`src/key_debounce_long_press_defines.svh`:
```
// assertion macros shared by the key debounce block
// no dependencies; included by the top module, which carries the assertions
`ifndef KEY_DEBOUNCE_LONG_PRESS_DEFINES_SVH
`define KEY_DEBOUNCE_LONG_PRESS_DEFINES_SVH

// same-cycle implication, disabled in reset
`define KDLP_ASSERT_NOW(label, clk, rst_n, ante, cons, msg) \
  label: assert property (@(posedge clk) disable iff (!rst_n) (ante) |-> (cons)) \
    else $error(msg);

// next-cycle implication, disabled in reset
`define KDLP_ASSERT_NEXT(label, clk, rst_n, ante, cons, msg) \
  label: assert property (@(posedge clk) disable iff (!rst_n) (ante) |=> (cons)) \
    else $error(msg);

`endif

```
`src/kdlp_pkg.sv`:
```
// types and constants of the key debounce / long press block
// no dependencies; imported by every module and interface of the block
package kdlp_pkg;

  localparam int unsigned CNT_W = 8;
  localparam int unsigned MODE_W = 2;
  localparam int unsigned CFG_IDX_W = 2;

  localparam logic [CNT_W-1:0] DEBOUNCE_RESET = 8'd2;
  localparam logic [CNT_W-1:0] LONG_PRESS_RESET = 8'd50;

  localparam logic [MODE_W-1:0] MODE_AUTO = 2'd0;
  localparam logic [MODE_W-1:0] MODE_MANUAL = 2'd1;
  localparam logic [MODE_W-1:0] MODE_OTHER = 2'd2;

  typedef enum logic [CFG_IDX_W-1:0] {
    CFG_DEBOUNCE_COUNT   = 2'd0,
    CFG_LONG_PRESS_COUNT = 2'd1,
    CFG_ACTIVE_LOW       = 2'd2
  } kdlp_cfg_idx_t;

  typedef enum logic [1:0] {
    PHASE_IDLE    = 2'd0,
    PHASE_PRESSED = 2'd1,
    PHASE_HELD    = 2'd2
  } kdlp_phase_t;

  // debouncer status for the current tick
  typedef struct packed {
    logic key_down;
    logic fire;
  } kdlp_deb_stat_t;

  // keypad machine results for the current tick
  typedef struct packed {
    logic              released;
    logic              request_manual;
    logic              long_press;
    logic [MODE_W-1:0] new_display_mode;
  } kdlp_keypad_res_t;

endpackage

```
`src/kdlp_debounce.sv`:
```
// press / release debouncer with separate counters and a debounced flag
// depends on kdlp_pkg
module kdlp_debounce
  import kdlp_pkg::*;
(
  input  logic             clk,
  input  logic             rst_n,
  input  logic             en,
  input  logic             key_level,
  input  logic             active_low,
  input  logic [CNT_W-1:0] debounce_count,
  output kdlp_deb_stat_t   stat
);

  logic [CNT_W-1:0] press_cnt_r, press_cnt_nxt;
  logic [CNT_W-1:0] rel_cnt_r, rel_cnt_nxt;
  logic             flag_r, flag_nxt;
  logic [CNT_W-1:0] press_inc, rel_inc;
  logic             pressed_now;
  logic             fire;

  assign pressed_now = key_level != active_low;
  assign press_inc = press_cnt_r + 8'd1;
  assign rel_inc = rel_cnt_r + 8'd1;

  // opposite level does not clear a partial count
  always_comb begin
    press_cnt_nxt = press_cnt_r;
    rel_cnt_nxt = rel_cnt_r;
    flag_nxt = flag_r;
    fire = 1'b0;
    if (pressed_now) begin
      if (press_inc >= debounce_count) begin
        press_cnt_nxt = '0;
        flag_nxt = 1'b1;
        fire = 1'b1;
      end else begin
        press_cnt_nxt = press_inc;
      end
    end else if (flag_r) begin
      if (rel_inc >= debounce_count) begin
        rel_cnt_nxt = '0;
        flag_nxt = 1'b0;
        fire = 1'b1;
      end else begin
        rel_cnt_nxt = rel_inc;
      end
    end
  end

  always_ff @(posedge clk) begin
    if (!rst_n) begin
      press_cnt_r <= '0;
      rel_cnt_r <= '0;
      flag_r <= 1'b0;
    end else if (en) begin
      press_cnt_r <= press_cnt_nxt;
      rel_cnt_r <= rel_cnt_nxt;
      flag_r <= flag_nxt;
    end
  end

  assign stat.key_down = flag_nxt;
  assign stat.fire = fire;

endmodule

```
`config.mk`:
```
export PLATFORM = sky130hd
export DESIGN_NAME = kdlp_debounce
export DESIGN_NICKNAME = d
export VERILOG_FILES = /design/src/key_debounce_long_press_defines.svh /design/src/kdlp_pkg.sv /design/src/kdlp_debounce.sv
export SDC_FILE = /design/constraint.sdc
export NUM_CORES = 1
export LEC_CHECK = 0
export ABC_AREA = 0
export BUFFER_PORTS_ARGS = -buffer_cell sky130_fd_sc_hd__buf_2
export CAP_MARGIN = 30
export CORE_ASPECT_RATIO = 0.75
export CORE_MARGIN = 2
export CORE_UTILIZATION = 30
export CTS_BUF_LIST = sky130_fd_sc_hd__clkbuf_2
export DETAILED_ROUTE_END_ITERATION = 6
export GPL_TIMING_DRIVEN = 0
export PLACE_DENSITY = 0.58
export SYNTH_ARGS = -nofsm -noshare
export SYNTH_HDL_FRONTEND = slang
export SYNTH_SLANG_ARGS = --single-unit
```
`constraint.sdc`:
```
create_clock -name clk -period 8.4 [get_ports clk]
set_clock_uncertainty 0.15 [all_clocks]
set_input_delay 1.26 -clock clk [delete_from_list [all_inputs] [get_ports clk]]
set_output_delay 1.26 -clock clk [all_outputs]
set_load 0.03 [all_outputs]
```
Word-level counts from Yosys, hierarchy flattened
Index checks and enable logic that the tools add are counted.
Storage, ports and cells
  latch bits: 0
  output and inout bits: 2
  register bits after elaboration: 17
  memories kept: 0
  RAM bits: 0
  bits in read-only memories: 0
Operators by class
  shift-type cells: 0
  order comparisons: 2
  multiply operators: 0
  divide/modulo/power cells: 0
  add/sub/neg operators: 2
  reductions and logical operators: 2
  bitwise logic cells: 1
  equality and inequality tests: 1
  muxes and demuxes: 10
Operator list (number)
  8-bit by 1-bit adder with 8-bit output (second input constant): 2
  8-bit greater-or-equal comparator: 2
  8-bit 2-to-1 mux: 2
  1-bit 2-to-1 mux: 8
  3-bit AND reduction: 1
  2-bit AND reduction: 1
  1-bit != test: 1
  1-bit inverter: 1

Depth between registers and ports, before layout
  word-level depth: 5
  depth in mapped cells: 11
  depth with buffers taken out: 10

Least setup slack after synthesis
No wires, ideal clock.
  kind: input-to-output
  start point: input port debounce_count[2]
  end point: output port stat[0] (netlist name)
  stages: 8
  arrival: 2.770 ns
  required time: 6.990 ns
  path slack: 4.220 ns
  path buffers: 1
  path through: inv_1 ha_1 a211oi_1 o21ai_0 a21oi_1 nor2_1 a31o_2 buf_4
On the way
  longest elaborated chain between the ends: 4
RTL lines
  start: declaration: RTL line kdlp_debounce.sv:11  | input logic [CNT_W-1:0] debounce_count,
  8-bit greater-or-equal comparator: RTL line kdlp_debounce.sv:41  | if (rel_inc >= debounce_count) begin
  1-bit 2-to-1 mux: RTL line kdlp_debounce.sv:41
  1-bit 2-to-1 mux: RTL line kdlp_debounce.sv:40  | end else if (flag_r) begin
  1-bit 2-to-1 mux (*): RTL line kdlp_debounce.sv:32  | if (pressed_now) begin
  end: declaration: RTL line kdlp_debounce.sv:12  | output kdlp_deb_stat_t stat
Mark *: on every way between the ends. The rest lies on a longest branch, timed or not.

Worst setup path in the final report
Same ends and word-level chain as after synthesis.

==> key figures <==
Final layout
  • Total area of sequential cells: 340 µm²
  • Syn-to-layout area delta: 11.9%
  • Multi-input logic area: 953 µm²
  • Nets@finish: 222
  • Layout cell share with drive strength beyond 1: 0.121
  • Post-Route Utilization: 0.344
  • # fillers: 481
  • Antenna Cells: 0

Worst setup path
  • Worst Path Arrival: 3330 ps
  • Bufs and invs on worst path: 4
  • Crit path kind: primary input to output port
  • CP endpoint kind: output port
  • Most Frequent Cell on Critical Path: buf_2
  • CP delay by family, top: compound AO/OA/AOI/OAI gates
  • Critical path data required time: 6990 ps
  • Worst path slowest cell: a21oi_1
  • Largest stage delay, worst path: 640 ps
  • Worst path cell trace: buf_2, inv_1, ha_1, a211oi_1, o21ai_0, a21oi_1, nor2_1, a31o_2, buf_4, buf_2
  • Crit-path max FO: 10
  • Crit start category: primary input

Floorplan
  • Core region area: 4410 µm²
  • Die Width: 81.7 µm
  • Initial core utilization: 0.308
  • Die ar.: 5090 µm²
  • Num rows: 21
  • I/O pin cnt: 15
  • Height of the die: 62.3 µm

Power
  • Pwr/cell area: 102 nW/µm²
  • Max VDD drop: 44.1 µV
  • Leakage: 0.712 nW

Global route
  • Vias in the first global route: 1,002
  • Total congestion overflow: 0
  • Largest net degree at the start of global routing: 11
  • Total track usage: 0.122
  • Initial antenna violation count: 0
  • Global-route wire length before repair: 4840 µm

Yosys
  • Register area share after synthesis: 0.250
  • Synth area leader: dfxtp_1
  • Yosys cell types: 36
  • Syn_nets: 203
  • Syn. warnings: 0
  • Cells after synthesis: 172
  • Flop and latch count out of synthesis: 17
  • Main synth FF type: dfxtp_1
  • Main area contributors after synthesis: dfxtp_1 (25%), ha_1 (17%), nand3_1 (6.3%)
  • Number of synthesized flops with an enable pin: 0
  • Average size of a mapped cell: 7.90 µm²
  • Post-Syn Area: 1360 µm²
  • Synth top area share: 0.250
  • Post-synth ARST share: 0

STA
  • Final worst-path cycle share: 0.565
  • Setup violations, final: 0
  • Slew HR: 0.468
  • Post-layout min period: 4740 ps
  • Fin. Hold Viols: 0
  • Hold WS: 353 ps
  • Fin Setup TNS: 0 ps
  • Fmax: 211 MHz
  • Worst-margin pin slew: 797 ps
  • Pins Over Slew Limit: 0
  • RSZ-0062 raised after global routing: false

Detailed routing
  • Drt drc: 0
  • Average wire per standard cell: 12.1 µm
  • Post-DR vias/cell: 4.80
  • DRT iter0 DRCs: 42
  • DR pass1 iterations: 4
  • Post-DRT Antenna Nets: 0
  • DRT Wirelength: 2980 µm
  • Via count: 1,186

Clocking
  • Post-CTS Setup Bufs: 0
  • Resized cells post-CTS: 0
  • Largest buffer count on any clock path: 2
  • CTS clk-pin slew, worst paths: 180 ps
  • CTS tree: yes
  • Clk sinks: 17
  • Worst skew pair latency: 310 ps
  • TritonCTS Buffers: 3
  • CTS root buf: clkbuf_2
  • CTS hold repair buffers: 0
  • H-tree levels: 1

Flow run
  • Max Cap Viol: 0

Status
  • Status: complete, no violations

Place
  • GP Congestion: 0.832
  • PortBufs: 14
  • Post-DP HPWL: 2350 µm

Hold path
  • Hold Crit Class: register to register
## kinds of logic (layout without fill, tap and decap cells)
family                   count (synthesis)  count (layout)  share of synthesized area
AND/OR/NAND/NOR                         69              69                      0.258
AO/OA/AOI/OAI                           40              40                      0.189
adder cells (fa/ha/maj)                 18              18                      0.166
flip-flops                              17              17                      0.250
buffers and inverters                   15              33                     0.0479
XOR/XNOR                                13              13                     0.0893
## worst register-to-register path: stages (launching register included)
cell and delay [ps]:
dfxtp_1 500, ha_1 310, xor2_1 180, ha_1 260, a211oi_1 220, o21ai_0 140
a21oi_1 640, o22ai_1 180, o21a_1 210
## worst paths after layout
check	depth (start not counted)	end	start	slack [ps]
min reg2reg	2	press_cnt_r[7]	press_cnt_r[7]	350
min	2	press_cnt_r[7]	press_cnt_r[7]	350
max	10	stat[0]	debounce_count[2]	3660
max reg2reg	8	flag_r	press_cnt_r[0]	5540
## layout make-up
type,instances,area share
multi-input combinational,140,0.627
sequential,17,0.224
tap,57,0.0469
timing repair buffer,14,0.0461
buffer,7,0.0230
inverter,8,0.0198
clock buffer,3,0.00988
clock inverter,1,0.00329
## sequential cells by signal (all words and copies together), names as in the netlist
name         cells
rel_cnt_r        8
flag_r           1
press_cnt_r      8
## metrics by stage
| step | cells | worst slack, ps | instance area (µm²) | total power [mW] |
|---|---|---|---|---|
| after detailed placement | 243 | 3650 | 1500 | 0.118 |
| after floorplan | 172 | 4220 | 1360 | 0.108 |
| after CTS | 247 | 3650 | 1520 | 0.158 |
| final | 247 | 3660 | 1520 | 0.156 |
| after global placement | 243 | 3710 | 1500 | 0.118 |
| after global routing | 247 | 3460 | 1520 | 0.168 |
## cells in the final DEF (no fill, tap or decap), types with 6 or more instances in the layout
master   synthesis  final
a21oi_1          7      7
inv_1            8      8
ha_1            18     18
nand3_1         17     17
nand2_1         22     22
xor2_1           7      7
dfxtp_1         17     17
nor2_1           6      6
o21ai_0         11     11
buf_2            1     15
## report_power, final
group | leakage (nW) | internal [mW] | switching [mW]
clock | 0.0164 | 0.0108 | 0.0288
combinational | 0.558 | 0.0134 | 0.0159
sequential | 0.138 | 0.0831 | 0.00375
total | 0.712 | 0.107 | 0.0484
## metal layers
metal	track usage	wire length (µm)	vias to the layer above	share of wire
li1	-	-	642	-
met2	0.143	1090	23	0.37
met4	0.0125	14	0	0.0047
met1	0.210	1740	519	0.58
met5	0	0	-	0
met3	0.0392	135	2	0.045
## synth_stat cells (all sizes together) (4+ instances only)
library cell	count
dfxtp	17
xor2	7
and3	4
a21oi	7
o21ai	11
a21o	4
nand3	17
nor2	6
nor2b	4
or3	4
nand2	22
ha	18
clkbuf	4
a21boi	10
inv	8
xnor2	6
No activity file was read; power rests on OpenSTA's default activity.
