--- src/key_debounce_long_press_defines.svh ---
// assertion macros shared by the key debounce block
// no dependencies; included by the top module, which carries the assertions
`ifndef KEY_DEBOUNCE_LONG_PRESS_DEFINES_SVH
`define KEY_DEBOUNCE_LONG_PRESS_DEFINES_SVH

// same-cycle implication, disabled in reset
`define KDLP_ASSERT_NOW(label, clk, rst_n, ante, cons, msg) \
  label: assert property (@(posedge clk) disable iff (!rst_n) (ante) |-> (cons)) \
    else $error(msg);

// next-cycle implication, disabled in reset
`define KDLP_ASSERT_NEXT(label, clk, rst_n, ante, cons, msg) \
  label: assert property (@(posedge clk) disable iff (!rst_n) (ante) |=> (cons)) \
    else $error(msg);

`endif

--- src/kdlp_pkg.sv ---
// types and constants of the key debounce / long press block
// no dependencies; imported by every module and interface of the block
package kdlp_pkg;

  localparam int unsigned CNT_W = 8;
  localparam int unsigned MODE_W = 2;
  localparam int unsigned CFG_IDX_W = 2;

  localparam logic [CNT_W-1:0] DEBOUNCE_RESET = 8'd2;
  localparam logic [CNT_W-1:0] LONG_PRESS_RESET = 8'd50;

  localparam logic [MODE_W-1:0] MODE_AUTO = 2'd0;
  localparam logic [MODE_W-1:0] MODE_MANUAL = 2'd1;
  localparam logic [MODE_W-1:0] MODE_OTHER = 2'd2;

  typedef enum logic [CFG_IDX_W-1:0] {
    CFG_DEBOUNCE_COUNT   = 2'd0,
    CFG_LONG_PRESS_COUNT = 2'd1,
    CFG_ACTIVE_LOW       = 2'd2
  } kdlp_cfg_idx_t;

  typedef enum logic [1:0] {
    PHASE_IDLE    = 2'd0,
    PHASE_PRESSED = 2'd1,
    PHASE_HELD    = 2'd2
  } kdlp_phase_t;

  // debouncer status for the current tick
  typedef struct packed {
    logic key_down;
    logic fire;
  } kdlp_deb_stat_t;

  // keypad machine results for the current tick
  typedef struct packed {
    logic              released;
    logic              request_manual;
    logic              long_press;
    logic [MODE_W-1:0] new_display_mode;
  } kdlp_keypad_res_t;

endpackage

--- src/kdlp_keypad.sv ---
// keypad phase machine: release reports and long press counting
// depends on kdlp_pkg
module kdlp_keypad
  import kdlp_pkg::*;
(
  input  logic              clk,
  input  logic              rst_n,
  input  logic              en,
  input  kdlp_deb_stat_t    stat,
  input  logic [MODE_W-1:0] display_mode,
  input  logic [CNT_W-1:0]  long_press_count,
  output kdlp_keypad_res_t  res
);

  kdlp_phase_t      phase_r, phase_nxt;
  logic [CNT_W-1:0] hold_r, hold_nxt;
  logic [CNT_W-1:0] hold_inc;
  logic             rel;
  logic             lp;

  assign hold_inc = hold_r + 8'd1;

  // next phase
  always_comb begin
    phase_nxt = phase_r;
    if (stat.fire) begin
      unique case (phase_r)
        PHASE_PRESSED: phase_nxt = stat.key_down ? PHASE_HELD : PHASE_IDLE;
        PHASE_HELD:    phase_nxt = stat.key_down ? PHASE_HELD : PHASE_IDLE;
        default:       phase_nxt = stat.key_down ? PHASE_PRESSED : PHASE_IDLE;
      endcase
    end
  end

  // hold count and events
  always_comb begin
    hold_nxt = hold_r;
    rel = 1'b0;
    lp = 1'b0;
    if (stat.fire) begin
      unique case (phase_r)
        PHASE_PRESSED: begin
          if (!stat.key_down) begin
            rel = 1'b1;
          end else begin
            hold_nxt = 8'd1;
          end
        end
        PHASE_HELD: begin
          if (!stat.key_down) begin
            rel = 1'b1;
          end else if (hold_inc >= long_press_count) begin
            hold_nxt = '0;
            lp = 1'b1;
          end else begin
            hold_nxt = hold_inc;
          end
        end
        default: hold_nxt = '0;
      endcase
    end
  end

  always_ff @(posedge clk) begin
    if (!rst_n) begin
      phase_r <= PHASE_IDLE;
      hold_r <= '0;
    end else if (en) begin
      phase_r <= phase_nxt;
      hold_r <= hold_nxt;
    end
  end

  assign res.released = rel;
  assign res.request_manual = rel && (display_mode == MODE_AUTO);
  assign res.long_press = lp;
  assign res.new_display_mode =
    !lp ? MODE_AUTO :
    ((display_mode == MODE_AUTO) || (display_mode == MODE_OTHER)) ? MODE_MANUAL : MODE_AUTO;

endmodule
--- config.mk ---
export PLATFORM = sky130hd
export DESIGN_NAME = kdlp_keypad
export DESIGN_NICKNAME = d
export VERILOG_FILES = /design/src/key_debounce_long_press_defines.svh /design/src/kdlp_pkg.sv /design/src/kdlp_keypad.sv
export SDC_FILE = /design/constraint.sdc
export NUM_CORES = 1
export LEC_CHECK = 0
export BUFFER_PORTS_ARGS = -buffer_cell sky130_fd_sc_hd__buf_2
export CORE_MARGIN = 8
export CORE_UTILIZATION = 40
export DETAILED_ROUTE_END_ITERATION = 6
export PLACE_DENSITY_LB_ADDON = 0.12
export REMOVE_ABC_BUFFERS = 1
export SLEW_MARGIN = 20
export SYNTH_ARGS = -nofsm -noshare
export SYNTH_HDL_FRONTEND = slang
export SYNTH_SLANG_ARGS = --single-unit
--- constraint.sdc ---
create_clock -name clk -period 3.92 [get_ports clk]
set_clock_uncertainty 0.05 [all_clocks]
set_input_delay 0.196 -clock clk [delete_from_list [all_inputs] [get_ports clk]]
set_output_delay 0.196 -clock clk [all_outputs]
set_load 0.005 [all_outputs]
# Yosys cells after proc, flatten, opt, wreduce, memory -nomap -nowiden
# Cells that the tools add are included.
# totals
out_inout_bits	5
register_bits	10
word_cells	31
latchBits	0
memories	0
mem_bits_ro	0
mem_bits_rw	0
# op_classes
n_bitwise	0
n_mul	0
n_lt_le_gt_ge	1
mux	16
addsub	1
shifts	0
div_mod_pow	0
eq_ne	5
n_reduce_logical	6
# op_table
cell	n
two-way mux 8 bit	3
one-hot mux 8 bit (2 select lines)	1
two-way mux 1 bit	10
adder 8 x 1 -> 8 bit (second input constant)	1
greater-or-equal comparator 8 bit	1
equality test 2 bit (second input constant)	2
two-way mux 2 bit	2
!= test 2 bit (second input constant)	2
AND reduction 4 bit	1
equality test 2 x 1 -> 1 bit (second input constant)	1
zero test 2 bit	1
AND reduction 2 bit	1
OR reduction 2 bit	1
logical AND 1 bit	1
logical OR 1 bit	1

# Depth between registers and ports, before layout
# Gate-level depths: netlist of the first run.
# depth
depth_word	7
depth_mapped	11
mapped_depth_nobuf	9

# Worst setup path after synthesis of the first run
# No wires, ideal clock.
# synth_path
path_type	flip-flop to output port
startpoint	reg hold_r[0]
endpoint	out res[2] (netlist bit)
stages_incl_launch_ff	12
arrival_time_ns	2.300
n_path_buf	2
slack_ns	1.374
cell_sequence	dfxtp_1 > ha_1 > nand3_1 > nor2_1 > xor2_1 > ha_1 > a21o_1 > a221oi_4 > and2_1 > buf_6 > nor3b_1 > buf_4
# synth_between
elab_chain_cells	6
# synth_lines
element	line	rtl
start: declaration	kdlp_keypad.sv:16	logic [CNT_W-1:0] hold_r, hold_nxt;
start signal: assignment	kdlp_keypad.sv:70	hold_r <= hold_nxt;
adder 8 x 1 -> 8 bit	kdlp_keypad.sv:21	assign hold_inc = hold_r + 8'd1;
greater-or-equal comparator 8 bit	kdlp_keypad.sv:52	end else if (hold_inc >= long_press_count) begin
two-way mux 1 bit	kdlp_keypad.sv:52	
two-way mux 1 bit	kdlp_keypad.sv:50	if (!stat.key_down) begin
two-way mux 1 bit	kdlp_keypad.sv:41	unique case (phase_r)
two-way mux 1 bit	kdlp_keypad.sv:40	if (stat.fire) begin
end: declaration	kdlp_keypad.sv:12	output kdlp_keypad_res_t res
# No other way between the ends.

==> results of run 1 <==
[how the worst min path moves through the flow]
stage / startpoint / endpoint / slack (ns) / depth (start not counted)
after floorplan: rst_n / phase_r[1] / 0.27 / 1
after global placement: phase_r[0] / phase_r[0] / 0.43 / 2
after detailed placement: hold_r[7] / hold_r[7] / 0.44 / 1
after CTS: rst_n / phase_r[1] / 0.16 / 2
after global routing: rst_n / phase_r[1] / 0.18 / 2
final: rst_n / phase_r[1] / 0.17 / 2
[placed cells by master (no fill, tap or decap)]
cell and count:
mux2i_1 1, xnor2_1 3, conb_1 1, xor2_1 3, clkbuf_4 3, o21bai_1 1
ha_1 11, nor2_1 5, a41o_1 1, and2_1 2, o311ai_4 1, nor2b_1 2
nor3_1 2, nand4_1 2, nor4b_1 1, a21boi_0 1, nand2_1 6, nor2b_4 1
nor3b_1 3, a32o_1 5, dfxtp_1 10, nand3_1 5, a21oi_1 2, a21o_1 1
buf_2 18, nand2b_1 1, o211a_1 1, a31oi_1 2, clkbuf_8 1, inv_1 11
nor4_1 1, a41oi_1 2, and3_2 1, a22o_1 1, a221oi_4 1
[state kept, by name, summed over array words and instances, names as in the netlist]
register	flops
phase_r	2
hold_r	8
[cell usage after synthesis (2+ instances only)]
cell type  count
ha_1          11
inv_1         11
dfxtp_1       10
nand2_1        6
a32o_1         5
nand3_1        5
nor2_1         5
buf_4          3
nor3b_1        3
xnor2_1        3
xor2_1         3
a21oi_1        2
a31oi_1        2
a41oi_1        2
and2_1         2
nand4_1        2
nor2b_1        2
nor3_1         2
[layout make-up]
| type | count | share of cell area |
|---|---|---|
| clock buffer | 4 | 0.03708 |
| inverter | 11 | 0.04220 |
| timing repair buffer | 18 | 0.09207 |
| multi-input combinational | 70 | 0.5895 |
| tap | 27 | 0.03453 |
| sequential | 10 | 0.2046 |
[power by group through the flow]
| stage | Clock, W | Combinational (W) | Sequential (W) |
|---|---|---|---|
| floorplan | 0 | 0.0000165 | 0.000105 |
| global placement | 0 | 0.0000280 | 0.000105 |
| detailed placement | 0 | 0.0000286 | 0.000105 |
| CTS | 0.0000949 | 0.0000287 | 0.000103 |
| global route | 0.000101 | 0.0000324 | 0.000103 |
| finish | 0.0000915 | 0.0000284 | 0.000103 |
[per-layer routing]
metal  track usage  vias up  wire, um  part of all wire
met5             0        -         0                 0
met4      0.008547        0         0                 0
met3       0.05018        0       116             0.069
met2        0.1371       14       768              0.45
met1        0.1101      318       805              0.48
li1              -      380         -                 -
[through the flow]
| step | power [W] | hold slack, ns |
|---|---|---|
| 2_1_floorplan | 0.0001214 | 0.2742 |
| 3_5_place_dp | 0.0001336 | 0.4355 |
| 4_1_cts | 0.0002262 | 0.1594 |
| 6_report | 0.0002225 | 0.1692 |
| 3_3_place_gp | 0.0001330 | 0.4281 |
| 5_1_grt | 0.0002363 | 0.1751 |
[kinds of logic after synthesis]
family | after synthesis | share of synthesized area
multiplexers | 1 | 0.01170
flip-flops | 10 | 0.2339
other | 1 | 0.004382
AND/OR/NAND/NOR | 32 | 0.2091
XOR/XNOR | 6 | 0.06141
adder cells (fa/ha/maj) | 11 | 0.1608
buffers and inverters | 16 | 0.09210
AO/OA/AOI/OAI | 19 | 0.2266
==> metrics, run 1 <==
RSZ-0062 raised after global routing=no; Area Overhead vs Synth=14.33%; Logic pwr share=0.128; PortBufs=18; Worst Path Required=3.67 ns; post-synthesis sequential area ratio=0.2339; CP most frequent cell=ha_1; worst reg2reg startpoint=hold_r[0]; Mapped Area=855.8 um^2; drt total wl=1.690 mm; switch share=0.2258; synth top area cells=dfxtp_1, ha_1, a32o_1, inv_1, a221oi_4; Hold Violations, Final=0; Post CTS Setup Buffer Count=0; status=complete, no violations; fin cells=140; Flop pwr share=0.461; max incr delay on CP=0.43 ns; routed length per placed instance=12.07 um; Top delay family on crit path=simple AND/OR/NAND/NOR gates; Post-DP Area=942.2 um^2; Peak VDD IR=0.1959 mV; synthesized instance count=96; Final Slew Violations=0; TritonCTS Buffers=3; CP endpoint=res[2]; EDFF count, synth=0; RR Endpoint=hold_r[3]; internal power=0.0001723 W; Final GP Congestion=0.7310; clock power share=0.411; area leader, netlist=dfxtp_1; Multi-input gate area=576.8 um^2; Initial DRT Pass Iterations=4; static leakage=0.4569 nW; Reg2Reg Depth=9; number of buffers and inverters on the critical path=1; Vias per Instance=5.086; Final min period=3.151 ns; Skew-Pair Late Insertion Delay=0.26 ns; final core utilization=0.4937; Crit. End Element=output pin; # DRC=0; initial core utilization=0.4318; top cell type's share of synthesized area=0.2339; die footprint=3876 um^2; Sink Count=10; # resized after CTS=0; I/O pin cnt=20; CP Depth=10; Top FF cell, synth=dfxtp_1; initial antenna violation count=0; gr ovfl total=0; YS warnings=0; Hold/Removal Path Class=in -> reg; FF-to-FF setup slack=1.18 ns; Post-DRT Antenna Nets=0; Fill cells=200; Die Width=62.26 um; Root Buffer=clkbuf_4; H-Tree Depth=1; Worst Setup Path Type=reg -> out; setup TNS=0 ns; Worst Tran Pin Value=0.7668 ns; Cell Chain, Critical Path=ha_1, nand3_1, nor2_1, xor2_1, ha_1, a21o_1, a221oi_4, and2_1, nor3b_1, buf_2; clk buf depth=2; Yosys cell types=35; Net Sw Power=0.00005025 W; DRT iter0 DRCs=15; first-pass GRT wire length=2.939 mm; die height=62.26 um; fin nets=140; Worst setup SP type=register; crit path launch=hold_r[0]; Max-cap violations=0; Worst Path Max Fanout=7; largest net degree at the start of global routing=9; fin crit share=0.8038; Slowest-stage cell, CP=dfxtp_1; CP Data Arrival Time=2.91 ns; placed cells=136; ANT cells=0; power density over the cells=227.4 nW/um^2; synthesis-stage register bit count=10; total number of vias=712; layout cells sized above 1=0.2301; vias in the first global route=684; final setup vio count=0; asr flop ratio synth=0; Site Rows=16; Worst Slack Setup Final=0.7690 ns; CTS clock-pin slew for the worst setup and hold paths=0.06 ns; HPWL after detailed placement=1.411 mm; syn avg cell area=8.915 um^2; maximum clock rate=0.3174 GHz; Place WS=1.061 ns; Sequential Area=200.2 um^2; CTS tree=yes; post-route design area=978.4 um^2; GRT Total Usage=0.08951; worst rel slew slack=0.4849; CTS Hold Bufs=0; Core ar.=1982 um^2
Power figures use the tool's default switching activity.
==> run 2: changes to the inputs <==
==> constraint.sdc (replaced) <==
create_clock -name clk -period 3.3 [get_ports clk]
set_clock_uncertainty 0.05 [all_clocks]
set_input_delay 0.165 -clock clk [delete_from_list [all_inputs] [get_ports clk]]
set_output_delay 0.165 -clock clk [all_outputs]
set_load 0.005 [all_outputs]
==> run 2 against run 1 <==
Routed wire length up 5.0%. Design area up 0.90%. Non-clock buffer count up 1. Critical path type unchanged. First-iteration DRC count up 6.7%. Combinational power up 20%. Largest power group unchanged. Via count up 5.1%.
==> metrics, run 2 (synthesized netlist as in run 1, its figures left out) <==
CTS clock-pin slew for the worst setup and hold paths=0.06 ns (about the same); # DRC=0 (unchanged); routed length per placed instance=12.59 um (+4.3%); PortBufs=18 (unchanged); Crit. End Element=output pin; Worst Path Max Fanout=7 (unchanged); Final GP Congestion=0.8421 (+15%); Hold/Removal Path Class=in -> reg; Vias per Instance=5.305 (+4.3%); RSZ-0062 raised after global routing=no; Worst Tran Pin Value=0.8044 ns (+0.03761 ns); setup TNS=0 ns (unchanged); Most Crowded Layer GR=met2; CTS tree=yes; total power=0.0002628 W (+18%); max reg flops=8 (unchanged); fin nets=141 (+0.71%); maximum clock rate=0.3324 GHz; Skew-Pair Late Insertion Delay=0.26 ns (about the same); commonest non-fill, non-tap cell in the layout=buf_2; GRT Total Usage=0.09254 (+0.003037); Site Rows=16 (unchanged); Sink Count=10 (unchanged); H-Tree Depth=1 (unchanged); total number of vias=748 (+5.1%); ANT cells=0 (unchanged); worst rel slew slack=0.4596 (-0.02527); DRT iter0 DRCs=16 (+1); Area Overhead vs Synth=15.35%; met2 usage=0.1591 (+0.02199); Core ar.=1982 um^2 (unchanged); Regs by FF count=hold_r: 8 flops, phase_r: 2 flops; drt total wl=1.775 mm (+5.0%); Worst Path Required=3.08 ns (-0.59 ns); Worst Setup Path Type=reg -> out; most flop-heavy register=hold_r; initial antenna violation count=0 (unchanged); layout cells sized above 1=0.2456 (+0.01553); initial core utilization=0.4318 (unchanged); first-pass GRT wire length=3.084 mm (+4.9%); met3 Usage GRT=0.03943 (-0.01075); largest net degree at the start of global routing=9 (unchanged); CTS Hold Bufs=0 (unchanged); Final Slew Violations=0 (unchanged); status=complete, no violations; Fill cells=202 (+1.0%); die height=62.26 um (unchanged); Root Buffer=clkbuf_4; CP Data Arrival Time=2.79 ns (-0.12 ns); Peak VDD IR=0.2257 mV (+15%); Hold Violations, Final=0 (unchanged); die footprint=3876 um^2 (unchanged); Worst setup SP type=register; Initial DRT Pass Iterations=4 (unchanged); static leakage=0.4627 nW (+1.3%); gr ovfl total=0 (unchanged); clk buf depth=2 (unchanged); Max-cap violations=0 (unchanged); TritonCTS Buffers=3 (unchanged); Final min period=3.008 ns; fin crit share=0.9117; vias in the first global route=742 (+8.5%); GR Layer Usage met1=0.1073 (-0.002755); I/O pin cnt=20 (unchanged); Die Width=62.26 um (unchanged); power density over the cells=266.2 nW/um^2 (+17%); final setup vio count=0 (unchanged); Post-DRT Antenna Nets=0 (unchanged); most frequent cells in the layout=buf_2, inv_1, ha_1, dfxtp_1, nand2_1
[run 2: cell count changes in the layout (fill, tap and decap cells not counted)]
cell | previous run | this run
and2_2 | 0 | 1
and2_1 | 2 | 1
buf_4 | 0 | 1
[run 2: per-layer routing]
layer,part of all wire,vias up
met2,0.51,19
met5,0,-
met4,0,0
met1,0.44,346
li1,-,383
met3,0.055,0
[run 2: worst paths after layout]
check	from	to	slack [ns]	cells past startpoint
max	hold_r[0]	res[0]	0.29	10
min	rst_n	phase_r[1]	0.14	2
max reg2reg	hold_r[0]	hold_r[3]	0.67	9
min reg2reg	hold_r[7]	hold_r[7]	0.44	1
[run 2: timing repair]
item | in CTS | in global routing
buffers inserted | 0 | 0
resized for setup | 0 | 1
endpoints found under the setup margin | 0 | 2
endpoints found under the hold margin | 0 | 0
[run 2: cell type report]
| type | count | area, um^2 | share of cell area |
|---|---|---|---|
| well taps | 27 | 33.78 | 0.03422 |
| inverters | 11 | 41.29 | 0.04183 |
| flip-flops and latches | 10 | 200.2 | 0.2028 |
| repair buffers | 19 | 97.59 | 0.09886 |
| multi-input cells | 70 | 578.1 | 0.5856 |
| clock buffers | 4 | 36.28 | 0.03676 |
[run 2: worst max-delay path, stage by stage, from the launching register on]
cell	delay, ns
dfxtp_1	0.42
ha_1	0.26
nand3_1	0.14
nor2_1	0.15
xor2_1	0.20
ha_1	0.27
a21o_1	0.21
a221oi_4	0.38
and2_2	0.30
nor4b_1	0.07
buf_2	0.13
[run 2: per-stage QoR]
step / cells / cell area, um^2 / hold slack (ns) / setup slack, ns / utilization
global placement: 137 / 949.7 / 0.4141 / 0.5863 / 0.4792
detailed placement: 137 / 949.7 / 0.4124 / 0.4887 / 0.4792
CTS: 141 / 985.9 / 0.1391 / 0.1927 / 0.4975
global route: 141 / 987.2 / 0.1578 / 0.06562 / 0.4981
floorplan: 91 / 818.3 / 0.2432 / 0.8903 / -
finish: 141 / 987.2 / 0.1450 / 0.2915 / 0.4981
[run 2: power breakdown]
| part | switching, W | internal (W) | total (W) |
|---|---|---|---|
| clock network | 0.0000398 | 0.0000669 | 0.000107 |
| registers | 0.000000551 | 0.000121 | 0.000122 |
| logic | 0.0000178 | 0.0000163 | 0.0000341 |
| total | 0.0000581 | 0.000205 | 0.000263 |
